File: config.mk
export PLATFORM = sky130hd
export DESIGN_NAME = rir_blend_flat
export DESIGN_NICKNAME = d
export VERILOG_FILES = /design/src/sv/rir_pkg.sv /design/src/sv/rir_if.sv /design/src/sv/rir_blend.sv /design/src/flat_wrapper.sv
export SDC_FILE = /design/constraint.sdc
export NUM_CORES = 2
export LEC_CHECK = 0
export ABC_AREA = 1
export BUFFER_PORTS_ARGS = -buffer_cell sky130_fd_sc_hd__buf_2
export CORE_ASPECT_RATIO = 1.75
export CORE_MARGIN = 8
export CORE_UTILIZATION = 30
export CTS_BUF_LIST = sky130_fd_sc_hd__clkbuf_16
export DETAILED_ROUTE_END_ITERATION = 12
export GPL_ROUTABILITY_DRIVEN = 0
export MAX_ROUTING_LAYER = met4
export PLACE_DENSITY = 0.44
export SYNTH_ARGS = -nofsm -noshare
export SYNTH_HDL_FRONTEND = slang
export SYNTH_SLANG_ARGS = --single-unit
File: constraint.sdc
create_clock -name clk_i -period 13 [get_ports clk_i]
set_input_delay 1.3 -clock clk_i [delete_from_list [all_inputs] [get_ports clk_i]]
set_output_delay 1.3 -clock clk_i [all_outputs]
set_load 0.01 [all_outputs]
File: src/sv/rir_pkg.sv
`timescale 1ns / 1ps
// Shared types and constants of the RGB image resampler.
// No dependencies; every other file of the block imports this package.
package rir_pkg;

  // Configuration port
  localparam int unsigned CFG_IDX_W  = 3;
  localparam int unsigned CFG_DATA_W = 24;

  // Fixed field widths
  localparam int unsigned SIZE_W    = 9;
  localparam int unsigned STEP_W    = 24;
  localparam int unsigned COORD_W   = 12;
  localparam int unsigned CHAN_W    = 8;
  localparam int unsigned PIX_W     = 3 * CHAN_W;
  localparam int unsigned FRAC_BITS = 16;
  localparam int unsigned POS_W     = COORD_W + STEP_W;
  localparam int unsigned NBR_CNT   = 4;
  localparam int unsigned CHAN_CNT  = 3;

  // Parameter defaults
  localparam int unsigned DEF_MAX_WIDTH   = 256;
  localparam int unsigned DEF_MAX_HEIGHT  = 256;
  localparam int unsigned DEF_WEIGHT_BITS = 8;

  // Register reset values
  localparam logic [SIZE_W-1:0] RST_SRC_SIZE = 9'd256;
  localparam logic [STEP_W-1:0] RST_STEP     = 24'h01_0000;

  typedef enum logic [CFG_IDX_W-1:0] {
    REG_MODE       = 3'd0,
    REG_SRC_WIDTH  = 3'd1,
    REG_SRC_HEIGHT = 3'd2,
    REG_H_STEP     = 3'd3,
    REG_V_STEP     = 3'd4
  } cfg_reg_e;

  typedef enum logic {
    OP_LOAD   = 1'b0,
    OP_SAMPLE = 1'b1
  } op_e;

  typedef enum logic {
    MODE_NEAREST  = 1'b0,
    MODE_BILINEAR = 1'b1
  } mode_e;

  typedef struct packed {
    mode_e              mode;
    logic [SIZE_W-1:0]  src_width;
    logic [SIZE_W-1:0]  src_height;
    logic [STEP_W-1:0]  h_step;
    logic [STEP_W-1:0]  v_step;
  } cfg_t;

  // Control of one item handed from the address stages to the fetch stage
  typedef struct packed {
    logic valid;
    logic sample;
    logic bilinear;
  } item_ctl_t;

endpackage

File: src/sv/rir_if.sv


interface rir_out_if;
  import rir_pkg::*;

  logic              valid;
  logic              ready;
  logic [CHAN_W-1:0] out_red;
  logic [CHAN_W-1:0] out_green;
  logic [CHAN_W-1:0] out_blue;

  modport source (
    output valid, out_red, out_green, out_blue,
    input  ready
  );
  modport sink (
    input  valid, out_red, out_green, out_blue,
    output ready
  );
endinterface

File: src/sv/rir_blend.sv
`timescale 1ns / 1ps
// Two-stage weighted blend of four neighbours and the result output register.
// Depends on rir_pkg and rir_out_if.
module rir_blend #(
  parameter int unsigned WEIGHT_BITS = rir_pkg::DEF_WEIGHT_BITS,
  parameter int unsigned WT_W        = 2 * WEIGHT_BITS + 1
) (
  input  logic                                            clk_i,
  input  logic                                            rst_ni,
  input  logic                                            d_valid_i,
  input  logic [rir_pkg::NBR_CNT-1:0][rir_pkg::PIX_W-1:0] d_pix_i,
  input  logic [rir_pkg::NBR_CNT-1:0][WT_W-1:0]           d_wt_i,
  output logic                                            ready_o,
  rir_out_if.source                                       result_o
);
  import rir_pkg::*;

  localparam int unsigned PROD_W = WT_W + CHAN_W;
  localparam int unsigned SUM_W  = PROD_W + 2;

  logic                                          e_valid_q, f_valid_q;
  logic [CHAN_CNT-1:0][NBR_CNT-1:0][PROD_W-1:0]  e_prod_q, e_prod_d;
  logic [CHAN_CNT-1:0][CHAN_W-1:0]               f_rgb_q, f_rgb_d;
  logic [SUM_W-1:0]                              sum;
  logic                                          en_e, en_f;

  assign en_f    = !f_valid_q || result_o.ready;
  assign en_e    = !e_valid_q || en_f;
  assign ready_o = en_e;

  // Weight times component, channel 0 is blue
  always_comb begin
    for (int c = 0; c < CHAN_CNT; c++) begin
      for (int i = 0; i < NBR_CNT; i++) begin
        e_prod_d[c][i] = PROD_W'(d_wt_i[i]) * PROD_W'(d_pix_i[i][c*CHAN_W +: CHAN_W]);
      end
    end
  end

  // Sum of the four products, truncated back to the component width
  always_comb begin
    sum = '0;
    for (int c = 0; c < CHAN_CNT; c++) begin
      sum = SUM_W'(e_prod_q[c][0]) + SUM_W'(e_prod_q[c][1])
          + SUM_W'(e_prod_q[c][2]) + SUM_W'(e_prod_q[c][3]);
      f_rgb_d[c] = sum[2*WEIGHT_BITS +: CHAN_W];
    end
  end

  always_ff @(posedge clk_i or negedge rst_ni) begin
    if (!rst_ni) begin
      e_valid_q <= 1'b0;
      f_valid_q <= 1'b0;
    end else begin
      if (en_e) begin
        e_valid_q <= d_valid_i;
      end
      if (en_f) begin
        f_valid_q <= e_valid_q;
      end
    end
  end

  always_ff @(posedge clk_i) begin
    if (en_e) begin
      e_prod_q <= e_prod_d;
    end
    if (en_f) begin
      f_rgb_q <= f_rgb_d;
    end
  end

  assign result_o.valid     = f_valid_q;
  assign result_o.out_red   = f_rgb_q[2];
  assign result_o.out_green = f_rgb_q[1];
  assign result_o.out_blue  = f_rgb_q[0];

endmodule

File: src/flat_wrapper.sv
// flat-port wrapper written by rule: the top's interface ports become plain ports
module rir_blend_flat import rir_pkg::*;
#(
  parameter int unsigned WEIGHT_BITS = rir_pkg::DEF_WEIGHT_BITS,
  parameter int unsigned WT_W        = 2 * WEIGHT_BITS + 1
)
  (clk_i, rst_ni, d_valid_i, d_pix_i, d_wt_i, ready_o, result_o_valid, result_o_out_red, result_o_out_green, result_o_out_blue, result_o_ready);
  rir_out_if result_o_i ();
  input  logic clk_i;
  input  logic rst_ni;
  input  logic d_valid_i;
  input  logic [rir_pkg::NBR_CNT-1:0][rir_pkg::PIX_W-1:0] d_pix_i;
  input  logic [rir_pkg::NBR_CNT-1:0][WT_W-1:0] d_wt_i;
  output logic ready_o;
  output wire logic [$bits(result_o_i.valid)-1:0] result_o_valid;
  output wire logic [$bits(result_o_i.out_red)-1:0] result_o_out_red;
  output wire logic [$bits(result_o_i.out_green)-1:0] result_o_out_green;
  output wire logic [$bits(result_o_i.out_blue)-1:0] result_o_out_blue;
  input wire logic [$bits(result_o_i.ready)-1:0] result_o_ready;
  assign result_o_valid = result_o_i.valid;
  assign result_o_out_red = result_o_i.out_red;
  assign result_o_out_green = result_o_i.out_green;
  assign result_o_out_blue = result_o_i.out_blue;
  assign result_o_i.ready = result_o_ready;
  rir_blend #(.WEIGHT_BITS(WEIGHT_BITS), .WT_W(WT_W)) u_core (.clk_i(clk_i), .rst_ni(rst_ni), .d_valid_i(d_valid_i), .d_pix_i(d_pix_i), .d_wt_i(d_wt_i), .ready_o(ready_o), .result_o(result_o_i));
endmodule
== Yosys cells after proc, flatten, opt, wreduce, memory -nomap -nowiden ==
Index checks and enable logic that the tools add are counted.

* Flip-flop bits (word level): 314
* Bits of input ports: 168
* Output and inout port bits: 26

* Add/sub/neg operators: 9
* $mul: 12
* Reductions and logical operators: 4

{| class="wikitable"
|+ Operator list
! cell !! count
|-
| 17-bit by 8-bit multiplier with 24-bit output || 12
|-
| 24-bit adder || 9
|-
| 1-bit zero test || 2
|-
| 1-bit logical OR || 2
|}

== Depth between registers and ports, before layout ==
* Depth after elaboration: 3
* Gate-level depth with buffers: 23

== Least setup slack after synthesis ==
No wires, ideal clock.

* Kind: input to register
* Start point: input port result_o_ready
* End point: register u_core.e_prod_q[0] (netlist name), enable pin
* Library setup time: 2.924 ns
* Arrival time: 7.828 ns
* Data required time: 10.076 ns
* Path slack: 2.248 ns
* Cell stages on the path: 2
* Cells stage by stage: inv_1 -> nand3_1

* Longest elaborated chain between the ends: 2

{| class="wikitable"
|+ Ends and longest elaborated chain
! item !! line !! text
|-
| start: declaration || flat_wrapper.sv:19 || <nowiki>input wire logic [$bits(result_o_i.ready)-1:0] result_o_ready;</nowiki>
|-
| 1-bit logical OR || rir_blend.sv:27 || <nowiki>assign en_f = !f_valid_q || result_o.ready;</nowiki>
|-
| 1-bit logical OR || rir_blend.sv:28 || <nowiki>assign en_e = !e_valid_q || en_f;</nowiki>
|-
| named net ready_o || flat_wrapper.sv:14 || <nowiki>output logic ready_o;</nowiki>
|-
| end signal: assignment || rir_blend.sv:66 || <nowiki>e_prod_q <= e_prod_d;</nowiki>
|-
| end: declaration || rir_blend.sv:22 || <nowiki>logic [CHAN_CNT-1:0][NBR_CNT-1:0][PROD_W-1:0] e_prod_q, e_prod_d;</nowiki>
|}

The timed path passes the listed nets, and every way through them passes these cells.
A chain may end at the register's enable or synchronous reset.

==> impl_metrics.ini <==
[outcome]
status = complete, no violations

[sta]
fmax_mhz = 190.2
setup_ws_ps = 7744
clock_skew_ps = 40.16
fin_crit_sh_pct = 40.43
slew_headroom_pct = 31.52
hold_viol = 0
setup_viol = 0
drv_slew = 0
rsz0062_at_grt = false
holdWs_ps = 469.5
max_slew.worst_pin.slew_ps = 1027
tns_ps = 0
timing.final.crit_period_ps = 5256

[yosys]
yosys.area.top_type = fa_1
ys_seq_elements = 314
syn_nets = 11492
yosysTopAreaCellShare_pct = 33.70
ys_warn_count = 0
ys_top_cells_by_area = fa_1 (34%), inv_1 (15%), nand2_1 (15%), edfxtp_1 (13%), ha_1 (10%)
seq_area_frac_synth_pct = 13.18
netlist_area_sq_um = 71460
syn_avg_cell_area_sq_um = 7.489
ys_types = 38
syn_inst = 9542

[worst_setup_path]
path_buf_inv = 5
end_kind = flop
cp.arrival_ps = 5620
crit_family = adder cells
slowest_delay_ps = 540
path_cells = buf_2 > nand2_1 > inv_1 > fa_1 > fa_1 > fa_1 > inv_1 > fa_1 > inv_1 > ha_1 > nand2_1 > inv_1 > nand2_1 > nor3_1 > nand4_1 > nand4_1 > nand2_1
start_kind = input port
worst_ep_required_time_ps = 13370
worst-setup-path-type = in2reg
slowest_stage = fa_1
crit_path_max_fanout = 24

[detailed_routing]
wire_per_inst_microns = 18.57
first_iter_violations = 3026
vias = 57439
vias_per_cell = 4.550
first_pass_iters = 6
post-route-drc-count = 0
wirelength_mm = 234.5
antenna_left = 0

[floorplanning]
die_h_microns = 661.6
die_w_microns = 384.9
pin_count = 194
initial_core_util_pct = 30.09
rows = 237
fp.dieArea_sq_um = 254700
coreArea_sq_um = 237500

[clock_network]
clk_latency_ps = 640
path_clk_slew_ps = 60
cts_resized = 0
post_cts_buffers = 0
postCtsHoldBufs = 0
cts_tree = yes
cts_buffer_depth = 3
cts_sinks = 314
cts_buffers = 37
root_buffer = clkbuf_16
h-tree-depth = 2

[global_route]
grt-ovfl-total = 0
grt_start_max_net_pins = 162
grt_pass1_vias = 63346
grt_pass1_wl_mm = 364.9
grtUsageMet3_pct = 2.191
busiest_layer = met2
antenna_found_initial = 59
grt_util_met2_pct = 34.93
grt_use_total_pct = 19.14
met1_usage_pct = 20.36

[layout]
final_nets = 11404
multiInputGateArea_sq_um = 50100
final_util_pct = 32.23
area_delta_synth_final_pct = 7.121
fillers = 25706
register_area_sq_um = 9419
final_cells = 12624
design_area_sq_um = 76550
drive_gt1_share_pct = 3.323

[placement]
dp_worst_setup_slack_ps = 7078
dp.cells = 12522
hpwl_mm = 195.3
placed_area_sq_um = 75170
port_buffers = 193

[power_and_ir_drop]
leakagePower_nw = 47.27
peakVddDrop_uv = 214.9
power_density_nw_per_um2 = 280.8
total_power_mw = 21.50

[job]
maxCapViolCount = 0

[min_path]
worstHoldPathType = in2async
cell usage after synthesis (all sizes together):
| master | count |
|---|---|
| a31oi | 6 |
| buf | 1 |
| nand2 | 2774 |
| a21oi | 343 |
| nand3 | 233 |
| nor2 | 287 |
| nor3 | 40 |
| dfrtp | 2 |
| or2 | 2 |
| clkbuf | 327 |
| edfxtp | 312 |
| a21boi | 4 |
| nand3b | 13 |
| ha | 579 |
| and2 | 14 |
| o21a | 14 |
| o21bai | 22 |
| nand4 | 105 |
| inv | 2858 |
| nor4 | 4 |
| xor2 | 122 |
| o211ai | 17 |
| fa | 1203 |
| xnor2 | 64 |
| a21o | 23 |
| o21ai | 173 |
layout make-up:
cell class	count	area share, %
clock buffers	37	1.210
clock inverters	26	0.4642
well taps	3107	5.078
inverters	2858	14.01
repair buffers	201	1.357
flip-flops and latches	314	12.30
diodes	39	0.1275
multi-input cells	6042	65.45
flip-flops by register name, summed over array words and instances, names as in the netlist:
signal	cells
u_core.result_o.out_green	8
u_core.result_o.out_blue	8
u_core.result_o.out_red	8
u_core.result_o.valid	1
u_core.e_valid_q	1
u_core.e_prod_q	288
worst register-to-register path: stages (launching register included):
cell and delay [ps]:
edfxtp_1 690, fa_1 680, fa_1 420, ha_1 420, nand2_1 130, nor2_1 240, nand2_1 90, inv_1 80
nand4_1 180, nand4_1 150, nand2_1 130
per-layer routing:
layer / vias up / share of wire (%)
met5: - / 0
met4: 0 / 6.3
met3: 404 / 4.1
met2: 1149 / 52
met1: 28405 / 38
li1: 27481 / -
worst paths after layout:
kind,start,end,slack (ps),cells past startpoint
setup / recovery,d_wt_i[28],u_core.e_prod_q[247]$_DFFE_PP_,7740,17
hold / removal,rst_ni,u_core.e_valid_q$_DFFE_PN0P_,470,1
setup reg to reg,u_core.e_prod_q[117]$_DFFE_PP_,u_core.result_o.out_green[4]$_DFFE_PP_,9500,10
hold reg to reg,u_core.e_valid_q$_DFFE_PN0P_,u_core.result_o.valid$_DFFE_PN0P_,530,2
max in group asynchronous,rst_ni,u_core.result_o.valid$_DFFE_PN0P_,12440,1
min in group clk_i,u_core.e_valid_q$_DFFE_PN0P_,u_core.result_o.valid$_DFFE_PN0P_,530,2
cells by family (layout without fill, tap and decap cells):
group	count (synthesis)	after routing	share of synthesized area, %
AO/OA/AOI/OAI	602	602	4.628
buffers and inverters	3186	3122	16.73
other	0	39	0
flip-flops	314	314	13.18
adder cells (fa/ha/maj)	1782	1782	43.84
AND/OR/NAND/NOR	3472	3472	19.34
XOR/XNOR	186	186	2.280
cells in the final DEF, fill, tap and decap left out, drive strengths merged, types with 5 or more instances in the layout:
master	count
o21ai	173
and2	14
inv	2862
clkbuf	37
a21oi	343
edfxtp	312
a21o	23
nor3	40
nand3b	13
nand3	233
clkinv	14
bufinv	5
xor2	122
nor2	287
buf	201
fa	1203
nand2	2774
diode	39
o21a	14
xnor2	64
nand4	105
o211ai	17
o21bai	22
ha	579
a31oi	6
where the power goes:
group / internal, mW / switching [mW]
registers: 2.24 / 0.652
clock network: 0.633 / 0.508
logic: 6.05 / 11.4
Power figures use the tool's default switching activity.
