`src/sv/rir_pkg.sv`:
```
`timescale 1ns / 1ps
// Shared types and constants of the RGB image resampler.
// No dependencies; every other file of the block imports this package.
package rir_pkg;

  // Configuration port
  localparam int unsigned CFG_IDX_W  = 3;
  localparam int unsigned CFG_DATA_W = 24;

  // Fixed field widths
  localparam int unsigned SIZE_W    = 9;
  localparam int unsigned STEP_W    = 24;
  localparam int unsigned COORD_W   = 12;
  localparam int unsigned CHAN_W    = 8;
  localparam int unsigned PIX_W     = 3 * CHAN_W;
  localparam int unsigned FRAC_BITS = 16;
  localparam int unsigned POS_W     = COORD_W + STEP_W;
  localparam int unsigned NBR_CNT   = 4;
  localparam int unsigned CHAN_CNT  = 3;

  // Parameter defaults
  localparam int unsigned DEF_MAX_WIDTH   = 256;
  localparam int unsigned DEF_MAX_HEIGHT  = 256;
  localparam int unsigned DEF_WEIGHT_BITS = 8;

  // Register reset values
  localparam logic [SIZE_W-1:0] RST_SRC_SIZE = 9'd256;
  localparam logic [STEP_W-1:0] RST_STEP     = 24'h01_0000;

  typedef enum logic [CFG_IDX_W-1:0] {
    REG_MODE       = 3'd0,
    REG_SRC_WIDTH  = 3'd1,
    REG_SRC_HEIGHT = 3'd2,
    REG_H_STEP     = 3'd3,
    REG_V_STEP     = 3'd4
  } cfg_reg_e;

  typedef enum logic {
    OP_LOAD   = 1'b0,
    OP_SAMPLE = 1'b1
  } op_e;

  typedef enum logic {
    MODE_NEAREST  = 1'b0,
    MODE_BILINEAR = 1'b1
  } mode_e;

  typedef struct packed {
    mode_e              mode;
    logic [SIZE_W-1:0]  src_width;
    logic [SIZE_W-1:0]  src_height;
    logic [STEP_W-1:0]  h_step;
    logic [STEP_W-1:0]  v_step;
  } cfg_t;

  // Control of one item handed from the address stages to the fetch stage
  typedef struct packed {
    logic valid;
    logic sample;
    logic bilinear;
  } item_ctl_t;

endpackage

```
`src/sv/rir_cfg_regs.sv`:
```
`timescale 1ns / 1ps
// Configuration register file of the resampler (mode, source size, steps).
// Depends on rir_pkg.
module rir_cfg_regs (
  input  logic                           clk_i,
  input  logic                           rst_ni,
  input  logic                           cfg_we_i,
  input  logic [rir_pkg::CFG_IDX_W-1:0]  cfg_idx_i,
  input  logic [rir_pkg::CFG_DATA_W-1:0] cfg_data_i,
  output rir_pkg::cfg_t                  cfg_o
);
  import rir_pkg::*;

  cfg_t cfg_q, cfg_d;

  // Register write decode
  always_comb begin
    cfg_d = cfg_q;
    if (cfg_we_i) begin
      unique case (cfg_reg_e'(cfg_idx_i))
        REG_MODE:       cfg_d.mode       = mode_e'(cfg_data_i[0]);
        REG_SRC_WIDTH:  cfg_d.src_width  = cfg_data_i[SIZE_W-1:0];
        REG_SRC_HEIGHT: cfg_d.src_height = cfg_data_i[SIZE_W-1:0];
        REG_H_STEP:     cfg_d.h_step     = cfg_data_i[STEP_W-1:0];
        REG_V_STEP:     cfg_d.v_step     = cfg_data_i[STEP_W-1:0];
        default:        cfg_d            = cfg_q;
      endcase
    end
  end

  always_ff @(posedge clk_i or negedge rst_ni) begin
    if (!rst_ni) begin
      cfg_q <= '{mode:       MODE_BILINEAR,
                 src_width:  RST_SRC_SIZE,
                 src_height: RST_SRC_SIZE,
                 h_step:     RST_STEP,
                 v_step:     RST_STEP};
    end else begin
      cfg_q <= cfg_d;
    end
  end

  assign cfg_o = cfg_q;

endmodule

```
`config.mk`:
```
export PLATFORM = sky130hd
export DESIGN_NAME = rir_cfg_regs
export DESIGN_NICKNAME = d
export VERILOG_FILES = /design/src/sv/rir_pkg.sv /design/src/sv/rir_cfg_regs.sv
export SDC_FILE = /design/constraint.sdc
export NUM_CORES = 1
export LEC_CHECK = 0
export ABC_AREA = 1
export BUFFER_PORTS_ARGS = -buffer_cell sky130_fd_sc_hd__buf_2
export CORE_MARGIN = 2
export CORE_UTILIZATION = 40
export DETAILED_ROUTE_END_ITERATION = 10
export PLACE_DENSITY = 0.67
export SYNTH_ARGS = -nofsm -noshare
export SYNTH_HDL_FRONTEND = slang
export SYNTH_SLANG_ARGS = --single-unit
```
`constraint.sdc`:
```
create_clock -name clk_i -period 1.35 [get_ports clk_i]
set_input_delay 0.135 -clock clk_i [delete_from_list [all_inputs] [get_ports clk_i]]
set_output_delay 0.135 -clock clk_i [all_outputs]
set_load 0.01 [all_outputs]
```
# == After elaboration in Yosys (flattened, before gate mapping) ==
# Cells that the tools add are included.
# W data, S select, Z words.
# word_totals
ff_bits,67
inputBits,30
out_inout_bits,67
wordCells,15
# classes
eq_ne,4
n_reduce_logical,6
# ops
operator,count
$reduce_and A2 Y1,5
$eq A3 B2 Y1 const B,2
$eq A3 B1 Y1 const B,1
$eq A3 B3 Y1 const B,1
$logic_not A3 Y1,1

# == Longest topological paths before layout ==
# Gate-level depths: netlist of the first run.
# depth
depth_word,2
depth_mapped,6
depth_no_buf,5

# == Worst setup path before layout of the first run ==
# OpenSTA, ideal clock, no wires.
# synth_timing
path_kind,input to register
from,in cfg_we_i
to,reg cfg_q (netlist bit cfg_o[27])
setup_ns,0.116
t_arrival_ns,0.701
required_ns,1.234
setup_slack_ns,0.533
cell_stages,6
n_path_buf,1
path_cell_list,inv_1 nor2_4 nand2_2 buf_6 nand2_1 nand2_1
# synth_between
elab_chain_len,1
# synth_rtl
element,line,rtl
from (decl),rir_cfg_regs.sv:7,"input logic cfg_we_i,"
$reduce_and A2 Y1 (no source line),-,
to (signal assigned),rir_cfg_regs.sv:33,"cfg_q <= '{mode: MODE_BILINEAR,"
to (signal assigned),rir_cfg_regs.sv:39,cfg_q <= cfg_d;
to (decl),rir_cfg_regs.sv:14,"cfg_t cfg_q, cfg_d;"
# Every way passes these cells.
# A chain may end at the register's enable or synchronous reset.

# == Worst setup path after layout of the first run ==
# layout_timing
from,reg cfg_q (netlist bit cfg_o[56])
to,out cfg_o[56] (netlist bit)
# layout_rtl
element,line,rtl
to (decl),rir_cfg_regs.sv:10,output rir_pkg::cfg_t cfg_o
# No word-level cell between the ends.

==> flow_summary_export.csv, run 1 <==
group,metric,value,unit
worst_setup_path,end_kind,"primary output",
cells_and_area,final_common_cell,"nand2_1",
timing,period_share,0.832,
global_routing,track_usage,0.194,
cts,cts_tree,"built",
timing,whs,0.00911,ns
global_routing,grt_overflow,0,
synth,ys_seq_area_frac,0.620,
worst_setup_path,crit_family,"flip-flops",
cts,htreeDepth,3,
drt,postRouteWirelength,6820,um
cts,cts_buffers,9,
cells_and_area,layout.nets,432,
cells_and_area,largest_reg_flops,67,
power,finalPower,5.42,mW
worst_setup_path,crit_start,"cfg_o[56]",
worst_setup_path,r2r-start,"cfg_o[40]",
worst_setup_path,crit_arrival,0.99,ns
timing,relSlewSlack,0.683,
run,maxCapViolCount,0,
floorplanning,die_height,86.4,um
power,clockPowerShare,0.309,
place,io_buffers,96,
drt,ant_nets,0,
timing,worst_pin_slew,0.474,ns
worst_setup_path,start_kind,"register",
floorplanning,dieWidth,86.4,um
global_routing,grt_antenna_before_repair,0,
synth,netlist.area_leader.share,0.572,
cts,post_cts_buffers,0,
synth,ys_ff_latch,67,
timing,rsz0062_at_grt,"false",
cts,clk_path_buf_depth,2,
place,place_area,3280,um^2
drt,via_per_inst,4.69,
timing,drv_slew,0,
power,sequentialPowerShare,0.479,
global_routing,grt_pass1_wl,11200,um
timing,setup_viol,0,
place,dp_hpwl,4720,um
synth,synth_area_per_cell,9.07,um^2
timing,fin_crit,1.12,ns
global_routing,grt_pass1_vias,2202,
global_routing,grt_max_degree,68,
cells_and_area,diodes,0,
worst_setup_path,critPathBufInv,1,
worst_setup_path,cp_slowest_cell,"dfstp_2",
drt,vias,2285,
power,intPower,3.82,mW
place,dp_slack,0.224,ns
power,combPwrFrac,0.213,
run_status,status,"completed",
synth,synth_nets,329,
timing,max_freq,890,MHz
floorplanning,start_util,0.406,
cts,cts_hold_buffers,1,
timing,setup_tns,0,ns
synth,netlist_instances,299,
timing,fin_ws,0.227,ns
floorplanning,core-area,6680,um^2
power,power.leakage,2.04,nW
cells_and_area,drive_above_1_share,0.322,
worst_setup_path,crit_path_cell_trace,"buf_2",
worst_setup_path,cp_max_fo,2,
drt,drt_iter0_markers,149,
synth,ys_warn_count,0,
cts,cts.sinks,67,
worst_setup_path,slowest_delay,0.54,ns
floorplanning,dieArea,7460,um^2
cts,cts-root-buf,"clkbuf_8",
cts,cts-resized-gates,0,
worst_hold_path,min_from,"cfg_data_i[12]",
drt,drcViolationCount,0,
place,dpl.cell_count,470,
timing,skew,0,ns
cells_and_area,fin_util,0.522,
synth,ys_types,11,
timing,final_hold_viol_count,0,
cts,clk_pin_slew_worst_paths,0.08,ns
drt,drtPass1Iterations,4,
power,switchingPower,1.60,mW
power,power_density,1550,nW/um^2
drt,wl_per_cell,14.0,um
worst_setup_path,cp.required,1.22,ns
power,peakVddDrop,637,uV
cells_and_area,fin_cells,487,
floorplanning,fp-row-count,30,
power,netSwitchingFraction,0.295,
cts,clk-insertion-delay-late,0.32,ns
place,gp_congestion,0.784,
cells_and_area,layout_common_cells,"nand2_1 (161), buf_2 (96), dfrtp_1 (62)",
cells_and_area,final_area,3490,um^2
synth,synth_area_leaders,"dfrtp_1 (57%), nand2_1 (22%), nand3_1 (7.9%)",
cells_and_area,area_growth,28.6,%
worst_setup_path,worstSetupPathType,"register to primary output",
synth,synth_area,2710,um^2
synth,synth_top_area_cell,"dfrtp_1",
worst_hold_path,hold_path.class,"primary input to register",
floorplanning,io_pins,97,
path summary, 6_finish.rpt:
| path | to | slack, ns | cells after the start |
|---|---|---|---|
| setup / recovery | cfg_o[56] | 0.23 | 1 |
| hold / removal | cfg_o[36] | 0.009 | 3 |
| setup reg to reg | cfg_o[40] | 0.63 | 2 |
| hold reg to reg | cfg_o[65] | 0.46 | 2 |
| max in group asynchronous | cfg_o[66] | 0.66 | 3 |
| min in group asynchronous | cfg_o[60] | 0.35 | 3 |
metal layers:
layer,share of wire,up-vias,GRT usage,wire length (um)
met2,0.47,65,0.291,3190
met3,0.058,8,0.0476,393
met1,0.46,1074,0.276,3170
met4,0.0095,0,0.0696,65
li1,-,1138,-,-
met5,0,-,0,0
cell usage after synthesis:
master   instances
buf_6            4
nand2_4          2
nor2_4           5
inv_1            6
buf_4            2
nand2_2          3
dfrtp_1         62
nand2_1        161
dfstp_2          5
buf_2            6
nand3_1         43
cells by family (layout without fill, tap and decap cells):
group,Yosys count,in the layout,share of synthesized area
buf+inv,18,126,0.0415
flops,67,67,0.620
simple gates,214,214,0.338
cell type report:
class | count | area, um^2
Sequential cell | 67 | 1680
Fill cell | 665 | 3190
Multi-Input combinational cell | 214 | 917
Tap cell | 80 | 100
Clock buffer | 14 | 163
Clock inverter | 2 | 35.0
Inverter | 6 | 22.5
Timing Repair Buffer | 104 | 568
power groups by stage:
stage / clock network, mW / registers (mW) / logic, mW
after global placement: 0 / 2.62 / 1.14
after floorplan: 0 / 2.81 / 0.370
final: 1.67 / 2.59 / 1.15
after detailed placement: 0 / 2.63 / 1.17
after CTS: 1.71 / 2.60 / 1.18
after global routing: 1.82 / 2.64 / 1.30
No activity file was read; power rests on OpenSTA's default activity.
==> run 2, diff against run 1 <==
Settings changed: PLACE_DENSITY 0.67 to 0.69.
Clock period 1.35 ns to 1 ns, I/O delays scaled along.
==> flow_summary_export.csv, run 2 (synthesized netlist as in run 1, its figures left out) <==
group,metric,value,unit
worst_setup_path,critPathBufInv,1,
run,maxCapViolCount,0,
cells_and_area,final_common_cell,"nand2_1",
cts,cts_tree,"built",
place,dp_hpwl,4760,um
worst_hold_path,hold_depth,3,
timing,setup_viol,5,
cells_and_area,area_growth,45.8,%
cts,clk_pin_slew_worst_paths,0.07,ns
worst_setup_path,worst_r2r_path_depth,3,
run_status,status,"finished with violations",
cts,clk-insertion-delay-late,0.33,ns
global_routing,grt_pass1_vias,2310,
timing,drv_slew,0,
drt,ant_nets,0,
cells_and_area,drive_above_1_share,0.353,
worst_hold_path,holdPathEnd,"cfg_o[56]",
power,peakVddDrop,908,uV
drt,via_per_inst,4.63,
floorplanning,fp-row-count,30,
floorplanning,die_height,86.4,um
timing,fin_crit,1.09,ns
power,power.leakage,2.27,nW
cells_and_area,final_area,3950,um^2
worst_setup_path,end_kind,"primary output",
timing,fin_ws,-0.0871,ns
drt,wl_per_cell,14.1,um
worst_setup_path,slowest_delay,0.55,ns
place,gp_congestion,0.781,
cells_and_area,fin_util,0.592,
timing,max_freq,920,MHz
worst_setup_path,crit_arrival,0.99,ns
worst_setup_path,cp_max_fo,2,
cells_and_area,layout.nets,470,
timing,period_share,1.09,
drt,drt_iter0_markers,79,
worst_setup_path,r2r-start,"cfg_o[30]",
timing,relSlewSlack,0.789,
worst_hold_path,min_from,"cfg_data_i[8]",
worst_setup_path,start_kind,"register",
cts,clk_path_buf_depth,2,
timing,rsz0062_at_grt,"true",
global_routing,grt_max_degree,42,
floorplanning,dieWidth,86.4,um
global_routing,track_usage,0.200,
global_routing,grt_antenna_before_repair,0,
floorplanning,dieArea,7460,um^2
place,place_area,3360,um^2
cts,cts.sinks,67,
worst_setup_path,r2r_slack,0.25,ns
worst_setup_path,cp_slowest_cell,"dfstp_2",
worst_setup_path,crit_path_cell_trace,"buf_6",
floorplanning,io_pins,97,
cells_and_area,largest_reg_flops,67,
power,power_density,2060,nW/um^2
timing,worst_pin_slew,0.317,ns
timing,skew,0,ns
power,finalPower,8.14,mW
drt,drtPass1Iterations,4,
drt,vias,2431,
worst_setup_path,cp.required,0.90,ns
run_status,violations,"setup timing",
cts,htreeDepth,3,
cells_and_area,layout_common_cells,"nand2_1 (161), buf_2 (86), dfrtp_1 (62)",
cells_and_area,diodes,0,
timing,final_hold_viol_count,0,
drt,drcViolationCount,0,
floorplanning,start_util,0.406,
drt,postRouteWirelength,7400,um
floorplanning,core-area,6680,um^2
global_routing,grt_overflow,0,
worst_setup_path,worstSetupPathType,"register to primary output",
global_routing,grt_pass1_wl,11400,um
place,io_buffers,96,
worst_setup_path,regToRegEndpoint,"cfg_o[30]",
worst_hold_path,hold_path.class,"primary input to register",
worst_setup_path,crit_family,"flip-flops",
cts,cts_buffers,9,
cts,cts-root-buf,"clkbuf_8",
[run 2: cell count changes in the layout (fill, tap and decap cells not counted), moves of 2 or more]
cell | previous run | this run
clkbuf_8 | 11 | 9
buf_12 | 2 | 5
dlygate4sd3_1 | 1 | 16
bufinv_16 | 1 | 3
buf_2 | 96 | 86
buf_4 | 5 | 25
buf_6 | 0 | 10
clkbuf_1 | 3 | 0
[run 2: cell type report]
| cell class | count | area (um^2) |
|---|---|---|
| fill | 621 | 2730 |
| timing repair buffer | 142 | 991 |
| sequential | 67 | 1680 |
| multi-input combinational | 214 | 917 |
| tap | 80 | 100 |
| clock inverter | 7 | 116 |
| clock buffer | 9 | 124 |
| inverter | 6 | 22.5 |
[run 2: what timing repair did]
item	CTS	global route
endpoints found under the hold margin	82	0
resized for setup	5	5
hold buffers	16	0
setup buffers	0	17
setup endpoints to repair	8	37
[run 2: worst max-delay path by stage]
stage                  from         to  cells after the start
6_report          cfg_o[56]  cfg_o[56]                      1
5_1_grt           cfg_o[56]  cfg_o[56]                      1
4_1_cts           cfg_o[66]  cfg_o[66]                      1
3_5_place_dp   cfg_idx_i[1]  cfg_o[27]                      7
3_3_place_gp   cfg_idx_i[1]  cfg_o[37]                      7
2_1_floorplan      cfg_we_i  cfg_o[27]                      6
[run 2: metal layers]
metal  part of all wire  vias up  global-route usage
met5                  0        -                   0
met3              0.050       12              0.0495
met1               0.46     1136               0.265
met2               0.48       66               0.316
li1                   -     1217                   -
met4              0.016        0              0.0795
[run 2: power breakdown]
part           internal, mW  switching, mW  total [mW]  leakage (nW)
sequential             3.25          0.302        3.55         0.832
combinational         0.925          0.977        1.90          1.31
clock                  1.65           1.04        2.69         0.119
[run 2: per-stage QoR]
stage	setup WS, ns	hold WS (ns)	cells	setup TNS [ns]
2_1_floorplan	0.218	-0.196	299	0
3_3_place_gp	0.105	-0.0817	476	0
3_5_place_dp	0.0705	-0.0773	476	0
4_1_cts	-0.106	0.0114	508	-0.509
5_1_grt	-0.125	0.0218	525	-0.756
6_report	-0.0871	0.0264	525	-0.412
==> run 3, diff against run 2 <==
Settings changed: PLACE_DENSITY 0.69 to 0.74.
==> flow_summary_export.csv, run 3 (synthesized netlist as in run 1, its figures left out) <==
group,metric,value,unit
run_status,status,"finished with violations",
run_status,violations,"setup timing",
timing,fin_crit,1.08,ns
cells_and_area,layout.nets,453,
drt,drcViolationCount,0,
drt,drt_iter0_markers,138,
timing,fin_ws,-0.0795,ns
worst_setup_path,crit_path_cell_trace,"buf_6",
worst_setup_path,crit_arrival,0.98,ns
power,finalPower,7.14,mW
cts,cts.sinks,67,
cts,clk_path_buf_depth,2,
worst_setup_path,start_kind,"register",
power,switchingPower,2.19,mW
floorplanning,start_util,0.406,
drt,drtPass1Iterations,4,
timing,max_freq,926,MHz
power,power.leakage,2.14,nW
floorplanning,dieArea,7460,um^2
worst_setup_path,worst_r2r_path_depth,2,
place,dp_slack,-0.0613,ns
drt,postRouteWirelength,7440,um
cells_and_area,largest_reg_flops,67,
worst_setup_path,end_kind,"primary output",
global_routing,track_usage,0.202,
floorplanning,dieWidth,86.4,um
global_routing,grt_max_degree,68,
power,sequentialPowerShare,0.496,
power,power_density,1930,nW/um^2
cts,cts-root-buf,"clkbuf_8",
timing,drv_slew,0,
worst_setup_path,cp_slowest_cell,"dfstp_2",
worst_setup_path,slowest_delay,0.55,ns
floorplanning,core-area,6680,um^2
power,netSwitchingFraction,0.306,
timing,rsz0062_at_grt,"true",
worst_setup_path,cp_max_fo,2,
cells_and_area,final_area,3710,um^2
timing,relSlewSlack,0.678,
worst_setup_path,critPathBufInv,1,
run,maxCapViolCount,0,
cts,htreeDepth,3,
power,intPower,4.95,mW
power,peakVddDrop,981,uV
drt,vias,2467,
timing,worst_pin_slew,0.481,ns
drt,ant_nets,0,
worst_setup_path,cp.required,0.90,ns
place,io_buffers,96,
cells_and_area,diodes,0,
worst_setup_path,crit_family,"flip-flops",
worst_setup_path,crit_cells,1,
cells_and_area,layout_common_cells,"nand2_1 (161), buf_2 (91), dfrtp_1 (62)",
timing,final_hold_viol_count,0,
global_routing,grt_pass1_wl,11600,um
worst_hold_path,hold_path.class,"primary input to register",
drt,via_per_inst,4.86,
power,combPwrFrac,0.238,
global_routing,grt_overflow,0,
worst_setup_path,worstSetupPathType,"register to primary output",
power,clockPowerShare,0.266,
place,gp_congestion,0.834,
cells_and_area,area_growth,36.6,%
timing,period_share,1.08,
cells_and_area,drive_above_1_share,0.320,
floorplanning,io_pins,97,
place,dp_hpwl,4870,um
timing,skew,0,ns
cts,clk_pin_slew_worst_paths,0.06,ns
cts,cts_tree,"built",
cells_and_area,final_common_cell,"nand2_1",
cts,clk-insertion-delay-late,0.33,ns
drt,wl_per_cell,14.7,um
global_routing,grt_pass1_vias,2347,
floorplanning,die_height,86.4,um
place,place_area,3340,um^2
timing,setup_viol,5,
worst_setup_path,r2r_slack,0.25,ns
cts,cts_buffers,9,
floorplanning,fp-row-count,30,
global_routing,grt_antenna_before_repair,0,
worst_hold_path,hold_depth,3,
==> run 3: cell types whose count changed in the layout (fill, tap and decap cells not counted), sizes merged <==
| cell | before | now |
|---|---|---|
| buf | 126 | 109 |
| clkbuf | 9 | 13 |
| bufinv | 3 | 0 |
| clkinvlp | 1 | 0 |
==> run 3: final timing paths <==
check,end,start
max in group asynchronous,cfg_o[40],rst_ni
min in group asynchronous,cfg_o[10],rst_ni
worst max-delay path,cfg_o[65],cfg_o[65]
worst min register to register,cfg_o[19],cfg_o[19]
worst max register to register,cfg_o[40],cfg_o[40]
worst min-delay path,cfg_o[56],cfg_data_i[8]
==> run 3: final cells by class <==
cell class,instances,area [um^2]
Clock buffer,13,149
Timing Repair Buffer,125,820
Fill cell,620,2980
Sequential cell,67,1680
Tap cell,80,100
Inverter,6,22.5
Multi-Input combinational cell,214,917
Clock inverter,3,15.0
==> run 3: per-layer routing <==
metal	up-vias	part of all wire	routed length (um)	track usage
met5	-	0	0	0
met1	1181	0.43	3230	0.277
met4	0	0.019	142	0.102
li1	1189	-	-	-
met3	12	0.060	449	0.0343
met2	85	0.49	3620	0.311
==> run 3: power groups by stage <==
stage,sequential (mW),combinational (mW),clock [mW]
global placement,3.55,1.56,0
detailed placement,3.56,1.60,0
finish,3.54,1.70,1.90
floorplan,3.80,0.499,0
CTS,3.53,1.69,1.96
global route,3.58,1.87,2.09
==> run 3: through the flow <==
stage               TNS (ns)   util  hold slack [ns]  instances
global route          -0.479  0.555           0.0368        508
detailed placement     -1.03  0.499            0.144        474
finish                -0.353  0.555           0.0418        508
global placement      -0.390  0.499            0.143        474
CTS                   -0.418  0.552           0.0239        506
floorplan                  0      -           -0.196        299
==> run 3: repair_timing <==
action | 4_1_cts | 5_1_grt
hold buffers | 16 | 0
hold endpoints to repair | 78 | 0
gates resized for setup | 6 | 0
buffers inserted | 0 | 2
endpoints found under the setup margin | 5 | 8
