==> config.mk <==
export PLATFORM = sky130hd
export DESIGN_NAME = rir_addr_map_flat
export DESIGN_NICKNAME = d
export VERILOG_FILES = /design/src/sv/rir_pkg.sv /design/src/sv/rir_if.sv /design/src/sv/rir_addr_map.sv /design/src/flat_wrapper.sv
export SDC_FILE = /design/constraint.sdc
export NUM_CORES = 2
export LEC_CHECK = 0
export BUFFER_PORTS_ARGS = -buffer_cell sky130_fd_sc_hd__buf_2
export CAP_MARGIN = 20
export CORE_ASPECT_RATIO = 0.8
export CORE_MARGIN = 1
export CORE_UTILIZATION = 44
export CTS_BUF_LIST = sky130_fd_sc_hd__clkbuf_8 sky130_fd_sc_hd__clkbuf_16
export DETAILED_ROUTE_END_ITERATION = 8
export HOLD_SLACK_MARGIN = 0.05
export SETUP_SLACK_MARGIN = 0.05
export SLEW_MARGIN = 20
export SYNTH_ARGS = -nofsm -noshare
export SYNTH_HDL_FRONTEND = slang
export SYNTH_SLANG_ARGS = --single-unit
==> constraint.sdc <==
create_clock -name clk_i -period 5.8 [get_ports clk_i]
set_clock_uncertainty 0.05 [all_clocks]
set_input_delay 0.58 -clock clk_i [delete_from_list [all_inputs] [get_ports clk_i]]
set_output_delay 0.58 -clock clk_i [all_outputs]
set_load 0.01 [all_outputs]
==> src/sv/rir_pkg.sv <==
`timescale 1ns / 1ps
// Shared types and constants of the RGB image resampler.
// No dependencies; every other file of the block imports this package.
package rir_pkg;

  // Configuration port
  localparam int unsigned CFG_IDX_W  = 3;
  localparam int unsigned CFG_DATA_W = 24;

  // Fixed field widths
  localparam int unsigned SIZE_W    = 9;
  localparam int unsigned STEP_W    = 24;
  localparam int unsigned COORD_W   = 12;
  localparam int unsigned CHAN_W    = 8;
  localparam int unsigned PIX_W     = 3 * CHAN_W;
  localparam int unsigned FRAC_BITS = 16;
  localparam int unsigned POS_W     = COORD_W + STEP_W;
  localparam int unsigned NBR_CNT   = 4;
  localparam int unsigned CHAN_CNT  = 3;

  // Parameter defaults
  localparam int unsigned DEF_MAX_WIDTH   = 256;
  localparam int unsigned DEF_MAX_HEIGHT  = 256;
  localparam int unsigned DEF_WEIGHT_BITS = 8;

  // Register reset values
  localparam logic [SIZE_W-1:0] RST_SRC_SIZE = 9'd256;
  localparam logic [STEP_W-1:0] RST_STEP     = 24'h01_0000;

  typedef enum logic [CFG_IDX_W-1:0] {
    REG_MODE       = 3'd0,
    REG_SRC_WIDTH  = 3'd1,
    REG_SRC_HEIGHT = 3'd2,
    REG_H_STEP     = 3'd3,
    REG_V_STEP     = 3'd4
  } cfg_reg_e;

  typedef enum logic {
    OP_LOAD   = 1'b0,
    OP_SAMPLE = 1'b1
  } op_e;

  typedef enum logic {
    MODE_NEAREST  = 1'b0,
    MODE_BILINEAR = 1'b1
  } mode_e;

  typedef struct packed {
    mode_e              mode;
    logic [SIZE_W-1:0]  src_width;
    logic [SIZE_W-1:0]  src_height;
    logic [STEP_W-1:0]  h_step;
    logic [STEP_W-1:0]  v_step;
  } cfg_t;

  // Control of one item handed from the address stages to the fetch stage
  typedef struct packed {
    logic valid;
    logic sample;
    logic bilinear;
  } item_ctl_t;

endpackage

==> src/sv/rir_if.sv <==
`timescale 1ns / 1ps
// Valid/ready channel interfaces of the resampler: input items and result pixels.
// Depends on rir_pkg for the field widths.
interface rir_in_if;
  import rir_pkg::*;

  logic               valid;
  logic               ready;
  logic               operation;
  logic [COORD_W-1:0] column;
  logic [COORD_W-1:0] row;
  logic [CHAN_W-1:0]  in_red;
  logic [CHAN_W-1:0]  in_green;
  logic [CHAN_W-1:0]  in_blue;

  modport source (
    output valid, operation, column, row, in_red, in_green, in_blue,
    input  ready
  );
  modport sink (
    input  valid, operation, column, row, in_red, in_green, in_blue,
    output ready
  );
endinterface


==> src/sv/rir_addr_map.sv <==
`timescale 1ns / 1ps
// Three-stage front end: position multiply, clamp and fractions, store addresses and weights.
// Depends on rir_pkg and rir_in_if.
module rir_addr_map #(
  parameter int unsigned MAX_WIDTH   = rir_pkg::DEF_MAX_WIDTH,
  parameter int unsigned MAX_HEIGHT  = rir_pkg::DEF_MAX_HEIGHT,
  parameter int unsigned WEIGHT_BITS = rir_pkg::DEF_WEIGHT_BITS,
  parameter int unsigned ADDR_W      = $clog2(MAX_WIDTH * MAX_HEIGHT),
  parameter int unsigned WT_W        = 2 * WEIGHT_BITS + 1
) (
  input  logic                                    clk_i,
  input  logic                                    rst_ni,
  input  rir_pkg::cfg_t                           cfg_i,
  rir_in_if.sink                                  item_i,
  output rir_pkg::item_ctl_t                      c_ctl_o,
  output logic [rir_pkg::NBR_CNT-1:0][ADDR_W-1:0] c_addr_o,
  output logic [rir_pkg::NBR_CNT-1:0][WT_W-1:0]   c_wt_o,
  output logic [rir_pkg::PIX_W-1:0]               c_wdata_o,
  input  logic                                    c_take_i
);
  import rir_pkg::*;

  localparam int unsigned COL_W = $clog2(MAX_WIDTH);
  localparam int unsigned ROW_W = $clog2(MAX_HEIGHT);
  localparam int unsigned CMP_W = POS_W - FRAC_BITS;
  localparam logic [WEIGHT_BITS:0] WT_ONE = {1'b1, {WEIGHT_BITS{1'b0}}};

  // Stage A: scaled source position
  logic               a_valid_q;
  op_e                a_op_q;
  logic [POS_W-1:0]   a_px_q, a_py_q;
  logic [COORD_W-1:0] a_col_q, a_row_q;
  logic [PIX_W-1:0]   a_rgb_q;

  // Stage B: clamped neighbours and fractions
  logic                   b_valid_q;
  logic                   b_sample_q, b_bil_q;
  logic [COL_W-1:0]       b_m_q, b_m1_q;
  logic [ROW_W-1:0]       b_n_q, b_n1_q;
  logic [WEIGHT_BITS-1:0] b_a_q, b_b_q;
  logic [PIX_W-1:0]       b_rgb_q;

  // Stage C: store addresses and blend weights
  logic                           c_valid_q;
  logic                           c_sample_q, c_bil_q;
  logic [NBR_CNT-1:0][ADDR_W-1:0] c_addr_q;
  logic [NBR_CNT-1:0][WT_W-1:0]   c_wt_q;
  logic [PIX_W-1:0]               c_rgb_q;

  logic en_a, en_b, en_c;

  // Effective source size
  logic [CMP_W-1:0] sw, sh, w_eff, h_eff;
  // Stage B combinational
  logic [CMP_W-1:0]       m_full, n_full, m_cl, n_cl, m1, n1, m_sel, n_sel;
  logic [WEIGHT_BITS-1:0] frac_a, frac_b;
  logic                   load_ok, bil;
  // Stage C combinational
  logic [WEIGHT_BITS:0]   ia, ib;

  // Stall chain
  assign en_c = !c_valid_q || c_take_i;
  assign en_b = !b_valid_q || en_c;
  assign en_a = !a_valid_q || en_b;
  assign item_i.ready = en_a;

  // Size saturation to 1 .. MAX
  assign sw    = CMP_W'(cfg_i.src_width);
  assign sh    = CMP_W'(cfg_i.src_height);
  assign w_eff = (sw == '0) ? CMP_W'(1) :
                 ((sw > CMP_W'(MAX_WIDTH)) ? CMP_W'(MAX_WIDTH) : sw);
  assign h_eff = (sh == '0) ? CMP_W'(1) :
                 ((sh > CMP_W'(MAX_HEIGHT)) ? CMP_W'(MAX_HEIGHT) : sh);

  // Stage B: clamp integer position and right/lower neighbour to the edge
  always_comb begin
    m_full  = a_px_q[POS_W-1:FRAC_BITS];
    n_full  = a_py_q[POS_W-1:FRAC_BITS];
    m_cl    = (m_full >= w_eff) ? w_eff - CMP_W'(1) : m_full;
    n_cl    = (n_full >= h_eff) ? h_eff - CMP_W'(1) : n_full;
    m1      = (m_cl + CMP_W'(1) < w_eff) ? m_cl + CMP_W'(1) : w_eff - CMP_W'(1);
    n1      = (n_cl + CMP_W'(1) < h_eff) ? n_cl + CMP_W'(1) : h_eff - CMP_W'(1);
    load_ok = (CMP_W'(a_col_q) < w_eff) && (CMP_W'(a_row_q) < h_eff);
    bil     = (a_op_q == OP_SAMPLE) && (cfg_i.mode == MODE_BILINEAR);
    // loads carry their own position through the neighbour fields
    m_sel   = (a_op_q == OP_SAMPLE) ? m_cl : CMP_W'(a_col_q);
    n_sel   = (a_op_q == OP_SAMPLE) ? n_cl : CMP_W'(a_row_q);
    // nearest mode: zero fractions put all weight on the base pixel
    frac_b  = bil ? a_px_q[FRAC_BITS-1 -: WEIGHT_BITS] : '0;
    frac_a  = bil ? a_py_q[FRAC_BITS-1 -: WEIGHT_BITS] : '0;
  end

  // Stage C: complementary weights
  assign ia = WT_ONE - {1'b0, b_a_q};
  assign ib = WT_ONE - {1'b0, b_b_q};

  // Valid bits
  always_ff @(posedge clk_i or negedge rst_ni) begin
    if (!rst_ni) begin
      a_valid_q <= 1'b0;
      b_valid_q <= 1'b0;
      c_valid_q <= 1'b0;
    end else begin
      if (en_a) begin
        a_valid_q <= item_i.valid;
      end
      if (en_b) begin
        // out-of-image loads are dropped here
        b_valid_q <= a_valid_q && ((a_op_q == OP_SAMPLE) || load_ok);
      end
      if (en_c) begin
        c_valid_q <= b_valid_q;
      end
    end
  end

  // Payload
  always_ff @(posedge clk_i) begin
    if (en_a) begin
      a_op_q  <= op_e'(item_i.operation);
      a_px_q  <= POS_W'(item_i.column) * POS_W'(cfg_i.h_step);
      a_py_q  <= POS_W'(item_i.row) * POS_W'(cfg_i.v_step);
      a_col_q <= item_i.column;
      a_row_q <= item_i.row;
      a_rgb_q <= {item_i.in_red, item_i.in_green, item_i.in_blue};
    end
    if (en_b) begin
      b_sample_q <= (a_op_q == OP_SAMPLE);
      b_bil_q    <= bil;
      b_m_q      <= COL_W'(m_sel);
      b_n_q      <= ROW_W'(n_sel);
      b_m1_q     <= COL_W'(m1);
      b_n1_q     <= ROW_W'(n1);
      b_a_q      <= frac_a;
      b_b_q      <= frac_b;
      b_rgb_q    <= a_rgb_q;
    end
    if (en_c) begin
      c_sample_q  <= b_sample_q;
      c_bil_q     <= b_bil_q;
      c_rgb_q     <= b_rgb_q;
      c_addr_q[0] <= ADDR_W'(b_n_q) * ADDR_W'(MAX_WIDTH) + ADDR_W'(b_m_q);
      c_addr_q[1] <= ADDR_W'(b_n_q) * ADDR_W'(MAX_WIDTH) + ADDR_W'(b_m1_q);
      c_addr_q[2] <= ADDR_W'(b_n1_q) * ADDR_W'(MAX_WIDTH) + ADDR_W'(b_m_q);
      c_addr_q[3] <= ADDR_W'(b_n1_q) * ADDR_W'(MAX_WIDTH) + ADDR_W'(b_m1_q);
      c_wt_q[0]   <= WT_W'(ia) * WT_W'(ib);
      c_wt_q[1]   <= WT_W'(ia) * WT_W'(b_b_q);
      c_wt_q[2]   <= WT_W'(b_a_q) * WT_W'(ib);
      c_wt_q[3]   <= WT_W'(b_a_q) * WT_W'(b_b_q);
    end
  end

  assign c_ctl_o   = '{valid: c_valid_q, sample: c_sample_q, bilinear: c_bil_q};
  assign c_addr_o  = c_addr_q;
  assign c_wt_o    = c_wt_q;
  assign c_wdata_o = c_rgb_q;

endmodule

==> src/flat_wrapper.sv <==
// flat-port wrapper written by rule: the top's interface ports become plain ports
module rir_addr_map_flat import rir_pkg::*;
#(
  parameter int unsigned MAX_WIDTH   = rir_pkg::DEF_MAX_WIDTH,
  parameter int unsigned MAX_HEIGHT  = rir_pkg::DEF_MAX_HEIGHT,
  parameter int unsigned WEIGHT_BITS = rir_pkg::DEF_WEIGHT_BITS,
  parameter int unsigned ADDR_W      = $clog2(MAX_WIDTH * MAX_HEIGHT),
  parameter int unsigned WT_W        = 2 * WEIGHT_BITS + 1
)
  (clk_i, rst_ni, cfg_i, c_ctl_o, c_addr_o, c_wt_o, c_wdata_o, c_take_i, item_i_valid, item_i_operation, item_i_column, item_i_row, item_i_in_red, item_i_in_green, item_i_in_blue, item_i_ready);
  rir_in_if item_i_i ();
  input  logic clk_i;
  input  logic rst_ni;
  input  rir_pkg::cfg_t cfg_i;
  output rir_pkg::item_ctl_t c_ctl_o;
  output logic [rir_pkg::NBR_CNT-1:0][ADDR_W-1:0] c_addr_o;
  output logic [rir_pkg::NBR_CNT-1:0][WT_W-1:0] c_wt_o;
  output logic [rir_pkg::PIX_W-1:0] c_wdata_o;
  input  logic c_take_i;
  input wire logic [$bits(item_i_i.valid)-1:0] item_i_valid;
  input wire logic [$bits(item_i_i.operation)-1:0] item_i_operation;
  input wire logic [$bits(item_i_i.column)-1:0] item_i_column;
  input wire logic [$bits(item_i_i.row)-1:0] item_i_row;
  input wire logic [$bits(item_i_i.in_red)-1:0] item_i_in_red;
  input wire logic [$bits(item_i_i.in_green)-1:0] item_i_in_green;
  input wire logic [$bits(item_i_i.in_blue)-1:0] item_i_in_blue;
  output wire logic [$bits(item_i_i.ready)-1:0] item_i_ready;
  assign item_i_i.valid = item_i_valid;
  assign item_i_i.operation = item_i_operation;
  assign item_i_i.column = item_i_column;
  assign item_i_i.row = item_i_row;
  assign item_i_i.in_red = item_i_in_red;
  assign item_i_i.in_green = item_i_in_green;
  assign item_i_i.in_blue = item_i_in_blue;
  assign item_i_ready = item_i_i.ready;
  rir_addr_map #(.MAX_WIDTH(MAX_WIDTH), .MAX_HEIGHT(MAX_HEIGHT), .WEIGHT_BITS(WEIGHT_BITS), .ADDR_W(ADDR_W), .WT_W(WT_W)) u_core (.clk_i(clk_i), .rst_ni(rst_ni), .cfg_i(cfg_i), .item_i(item_i_i), .c_ctl_o(c_ctl_o), .c_addr_o(c_addr_o), .c_wt_o(c_wt_o), .c_wdata_o(c_wdata_o), .c_take_i(c_take_i));
endmodule
After elaboration in Yosys (flattened, before gate mapping)
Index checks and enable logic that the tools add are counted.
{"block": "word_totals", "reg_bits": 355, "inputBits": 120, "out_inout_bits": 160, "elab_cells": 75}
{"block": "classes", "n_addsub": 10, "mul": 6, "n_lt_le_gt_ge": 8, "muxes": 10, "reduce_logical": 12}
{"operator": "$mux W20", "n": 4}
{"operator": "$mul A12 B24 Y36", "n": 2}
{"operator": "$add A16 B8 Y16", "n": 4}
{"operator": "$add A20 B1 Y20 const B", "n": 2}
{"operator": "$ge A20 B20 Y1", "n": 2}
{"operator": "$logic_not A20 Y1", "n": 2}
{"operator": "$lt A12 B20 Y1", "n": 2}
{"operator": "$lt A20 B20 Y1", "n": 2}
{"operator": "$sub A20 B1 Y20 const B", "n": 2}
{"operator": "$mux W8", "n": 4}
{"operator": "$gt A9 B9 Y1 const B", "n": 2}
{"operator": "$mux W9", "n": 2}
{"operator": "$sub A9 B8 Y9 const A", "n": 2}
{"operator": "$mul A8 B9 Y17", "n": 1}
{"operator": "$mul A9 B8 Y17", "n": 1}
{"operator": "$mul A9 B9 Y17", "n": 1}
{"operator": "$mul A8 B8 Y16", "n": 1}
{"operator": "$logic_or A1 B1 Y1", "n": 4}
{"operator": "$logic_and A1 B1 Y1", "n": 3}
{"operator": "$logic_not A1 Y1", "n": 3}

Depth between registers and ports, before layout
{"block": "depth", "ltp_word": 8, "ltp_mapped": 27, "depth_no_buf": 25}

Least setup slack after synthesis
No wires, ideal clock.
{"block": "synth_timing", "path_type": "input to register", "startpoint": "input item_i_column[3]", "endpoint": "register u_core.a_px_q[35], data pin", "setup_ns": 0.260, "arrival_time_ns": 5.596, "t_required_ns": 5.490, "path_slack_ns": -0.106, "stages": 20, "n_path_buf": 1, "path_cell_list": "clkbuf_1 > nand2_1 > fa_1 > fa_1 > inv_1 > fa_1 > inv_1 > fa_1 > inv_1 > fa_1 > ha_1 > and4_1 > o21a_1 > a21oi_1 > o21ai_0 > a21oi_1 > o21bai_1 > or4_1 > a31oi_1 > xnor2_1"}
{"block": "synth_via", "elab_chain_cells": 1}
{"item": "start: declaration", "line_no": "flat_wrapper.sv:22", "text": "input wire logic [$bits(item_i_i.column)-1:0] item_i_column;"}
{"item": "$mul A12 B24 Y36", "line_no": "rir_addr_map.sv:121", "text": "a_px_q <= POS_W'(item_i.column) * POS_W'(cfg_i.h_step);"}
{"item": "end signal: assignment", "line_no": "rir_addr_map.sv:121"}
{"item": "end: declaration", "line_no": "rir_addr_map.sv:31", "text": "logic [POS_W-1:0] a_px_q, a_py_q;"}
Every way passes these cells.
A chain may end at the register's enable or synchronous reset.

Worst setup path in the final report
{"block": "layout_timing", "startpoint": "register u_core.b_b_q[2]", "endpoint": "register u_core.c_wt_q (netlist bit u_core.c_wt_o[49]), data pin"}
{"block": "layout_via", "elab_chain_cells": 2}
{"item": "start: declaration", "line_no": "rir_addr_map.sv:40", "text": "logic [WEIGHT_BITS-1:0] b_a_q, b_b_q;"}
{"item": "start signal: assignment", "line_no": "rir_addr_map.sv:135", "text": "b_b_q <= frac_b;"}
{"item": "$sub A9 B8 Y9", "line_no": "rir_addr_map.sv:95", "text": "assign ib = WT_ONE - {1'b0, b_b_q};"}
{"item": "$mul A8 B9 Y17", "line_no": "rir_addr_map.sv:148", "text": "c_wt_q[2] <= WT_W'(b_a_q) * WT_W'(ib);"}
{"item": "end: declaration", "line_no": "rir_addr_map.sv:47", "text": "logic [NBR_CNT-1:0][WT_W-1:0] c_wt_q;"}
Every way passes these cells.

==> impl_metrics.ini <==
[setup_path]
critPathKind = register to register
critPathRequiredTime_ns = 6.06
crit_top_cell = fa_1
crit_end = u_core.c_wt_o[49]
crit_arrival_ns = 5.85
worst_r2r_endpoint = u_core.c_wt_o[49]
crit_chain = nor2_1, nand2_2, or3_4, xor2_2, buf_4, and2_1, fa_1, inv_1, fa_1, fa_1, fa_1, inv_1, ha_1, o21ai_0, nand2b_1, a21o_1, a41o_1, o41ai_2, xnor2_1
path_max_fanout = 7
cp_slowest_cell = fa_1
cp-start-kind = register
reg2reg_depth = 19
slowest_delay_ns = 0.55
critPathLaunch = u_core.b_b_q[2]
reg2reg_from = u_core.b_b_q[2]
endpoint_kind = register
r2r_slack_ns = 0.20

[synth]
synth_edf_count = 301
synth_flop_cell = edfxtp_1
ys_ff_latch = 304
syn_nets = 4774
ys_seq_area_frac = 0.2413
syn_area_um2 = 37770
synth_commonest_cells = inv_1, fa_1, nand2_1
yosys.area.top_type = fa_1
yosys.cell_count.top_type = inv_1
yosysTopAreaCellShare = 0.3217
syn_inst = 3703
postSynthAreaPerCell_um2 = 10.20
synthTopCellsByArea = fa_1, edfxtp_1, ha_1, inv_1, nand2_1
synth.distinct_cells = 64
yosysWarnings = 0
synthArstFlopShare = 0.009868

[status]
run_status = finished clean

[clock_network]
h-tree-depth = 2
clock-sinks = 304
cts-root-buf = clkbuf_16
clk_latency_ns = 0.57
clk_pin_slew_ns = 0.06
tritoncts = built
cts_made_buffers = 36
cts_max_path_buffers = 3

[drt]
wl_um = 90410
ant_nets = 0
drtIter0Drc = 1519
dr.pass1.iters = 5
drc = 0
wl_per_cell_um = 16.92
via_per_inst = 4.931
vias = 26350

[floorplan]
ioPinCount = 280
core-area_um2 = 84510
die_h_um = 264.1
die_area_um2 = 87030
initial_utilization = 0.4470
fp.dieW_um = 329.6
rows = 95

[grt]
grt_pass1_wl_um = 147900
antenna_found_initial = 8
grt_max_degree = 85
grtUsageTotal = 0.2156
grt_use_met1 = 0.3223
grtUsageMet2 = 0.3305
grt_pass1_vias = 27340
grt.busiest_layer = met2
grtUsageMet3 = 0.03612
overflow = 0

[timing]
slew_headroom = 0.3974
min_period_over_period = 0.9655
finalHoldViolations = 0
final.setup.tns_ns = 0
setup_viol = 0
fmax_mhz = 178.6
rsz0062_at_grt = no
min_period_ns = 5.600
drv_slew = 0
hold_slack_ns = 0.1398
worst_slew_pin_slew_ns = 0.8922

[final_layout]
fill_cells = 7693
area_growth_pct = 16.66
nNetsFinal = 5269
multi_input_area_um2 = 25530
layout-drive-gt1-share = 0.1856
instances_no_fill = 5343
fin_util = 0.5214
layout.area.seq_um2 = 9114

[pwr]
power_frac_comb = 0.749
p_per_area_nw_per_um2 = 614.1
p_seq_frac = 0.161
p_int_uw = 15420
p_total_uw = 27060
power.leakage_uw = 0.02168
p_sw_frac = 0.4302
vdd_drop_max_v = 0.0008456
clkPwrFrac = 0.090
p_switching_uw = 11640

[placement]
place_congestion = 0.8679
io_buffer_count = 278
placed_cells = 5270
dp_hpwl_um = 75620

[worst_hold_path]
hold_path_class = input pin to register
hold_path_depth = 1

[job]
cap_viol_max_count = 0
==> power by group through the flow <==
stage | clock network, uW | logic (uW) | registers [uW]
after CTS | 2500 | 20100 | 4370
after floorplan | 0 | 13400 | 4430
after detailed placement | 0 | 19900 | 4410
final | 2430 | 20300 | 4350
after global routing | 2590 | 23200 | 4420
after global placement | 0 | 19700 | 4400
==> logic make-up (layout without fill, tap and decap cells) <==
logic type	count (synthesis)	count (layout)	share of synthesized area
AOI/OAI and AO/OA	259	259	0.04482
xor gates and xnor gates	127	127	0.02945
adders and majority gates	951	951	0.4356
buffers and inverters	848	1370	0.08834
DFF	304	304	0.2413
muxes	43	43	0.01295
other	1	4	0.00009928
and+or+nand+nor	1170	1170	0.1474
==> per-layer routing <==
| layer | share of wire | wire length, um | vias to the layer above |
|---|---|---|---|
| li1 | - | - | 12560 |
| met1 | 0.48 | 43640 | 13040 |
| met2 | 0.44 | 39680 | 651 |
| met3 | 0.062 | 5630 | 88 |
| met4 | 0.016 | 1418 | 6 |
| met5 | 0.00045 | 41 | - |
==> how the worst min path moves through the flow <==
stage / start / end
floorplan: rst_ni / u_core.a_valid_q
global placement: u_core.b_rgb_q[1] / u_core.c_wdata_o[1]
detailed placement: u_core.a_rgb_q[22] / u_core.b_rgb_q[22]
CTS: item_i_in_red[2] / u_core.a_rgb_q[18]
global route: item_i_in_red[2] / u_core.a_rgb_q[18]
finish: item_i_in_red[2] / u_core.a_rgb_q[18]
==> area by class of cell <==
cell class                 count  area share
multi-input combinational   2551      0.5794
sequential                   304      0.2068
timing repair buffer         652     0.09779
inverter                     653     0.05562
tap                         1115     0.03166
clock buffer                  36     0.02044
clock inverter                29    0.008092
antenna                        3   0.0001704
==> layout by cell type (no fill, tap or decap), drive strengths merged, types with 12 or more instances in the layout <==
| master | n |
|---|---|
| a21o | 40 |
| a21oi | 74 |
| a31oi | 12 |
| and2 | 292 |
| and3 | 26 |
| buf | 646 |
| clkbuf | 41 |
| edfxtp | 301 |
| fa | 607 |
| ha | 344 |
| inv | 660 |
| mux2 | 26 |
| mux2i | 17 |
| nand2 | 593 |
| nand2b | 19 |
| nand3 | 33 |
| nand4 | 13 |
| nor2 | 97 |
| nor2b | 19 |
| nor3 | 32 |
| nor4 | 16 |
| o21a | 26 |
| o21ai | 47 |
| xnor2 | 85 |
| xor2 | 42 |
==> registers in the layout, indices dropped and copies added (netlist names), 12 cells and up <==
register	flops
u_core.c_wt_o	64
u_core.c_wdata_o	24
u_core.a_py_q	28
u_core.a_rgb_q	24
u_core.b_rgb_q	24
u_core.a_col_q	12
u_core.a_row_q	12
u_core.a_px_q	28
u_core.c_addr_o	32
==> critical path: cells and delay by family, from the launching register on <==
kind            cells  cell delay [ns]
compound gates      4             0.84
xor+xnor            2             0.27
fa+ha+maj           5             2.33
buf+inv             3             0.28
flops               1             0.41
simple gates        5             1.16
==> through the flow <==
stage / setup slack (ns) / cell area (um^2)
detailed placement: -0.6253 / 42550
CTS: 0.02974 / 43830
global route: 0.05290 / 44070
finish: 0.2000 / 44070
floorplan: -0.06872 / 37800
global placement: -0.5293 / 42550
==> repair_timing <==
action                                  in CTS  in global routing
hold buffers                                 1                  0
pin swaps                                    1                 15
endpoints found under the setup margin       2                 16
gates resized for setup                      0                 48
hold endpoints to repair                     3                  0
buffers inserted                             2                  2
(Power assumes the default switching activity.)
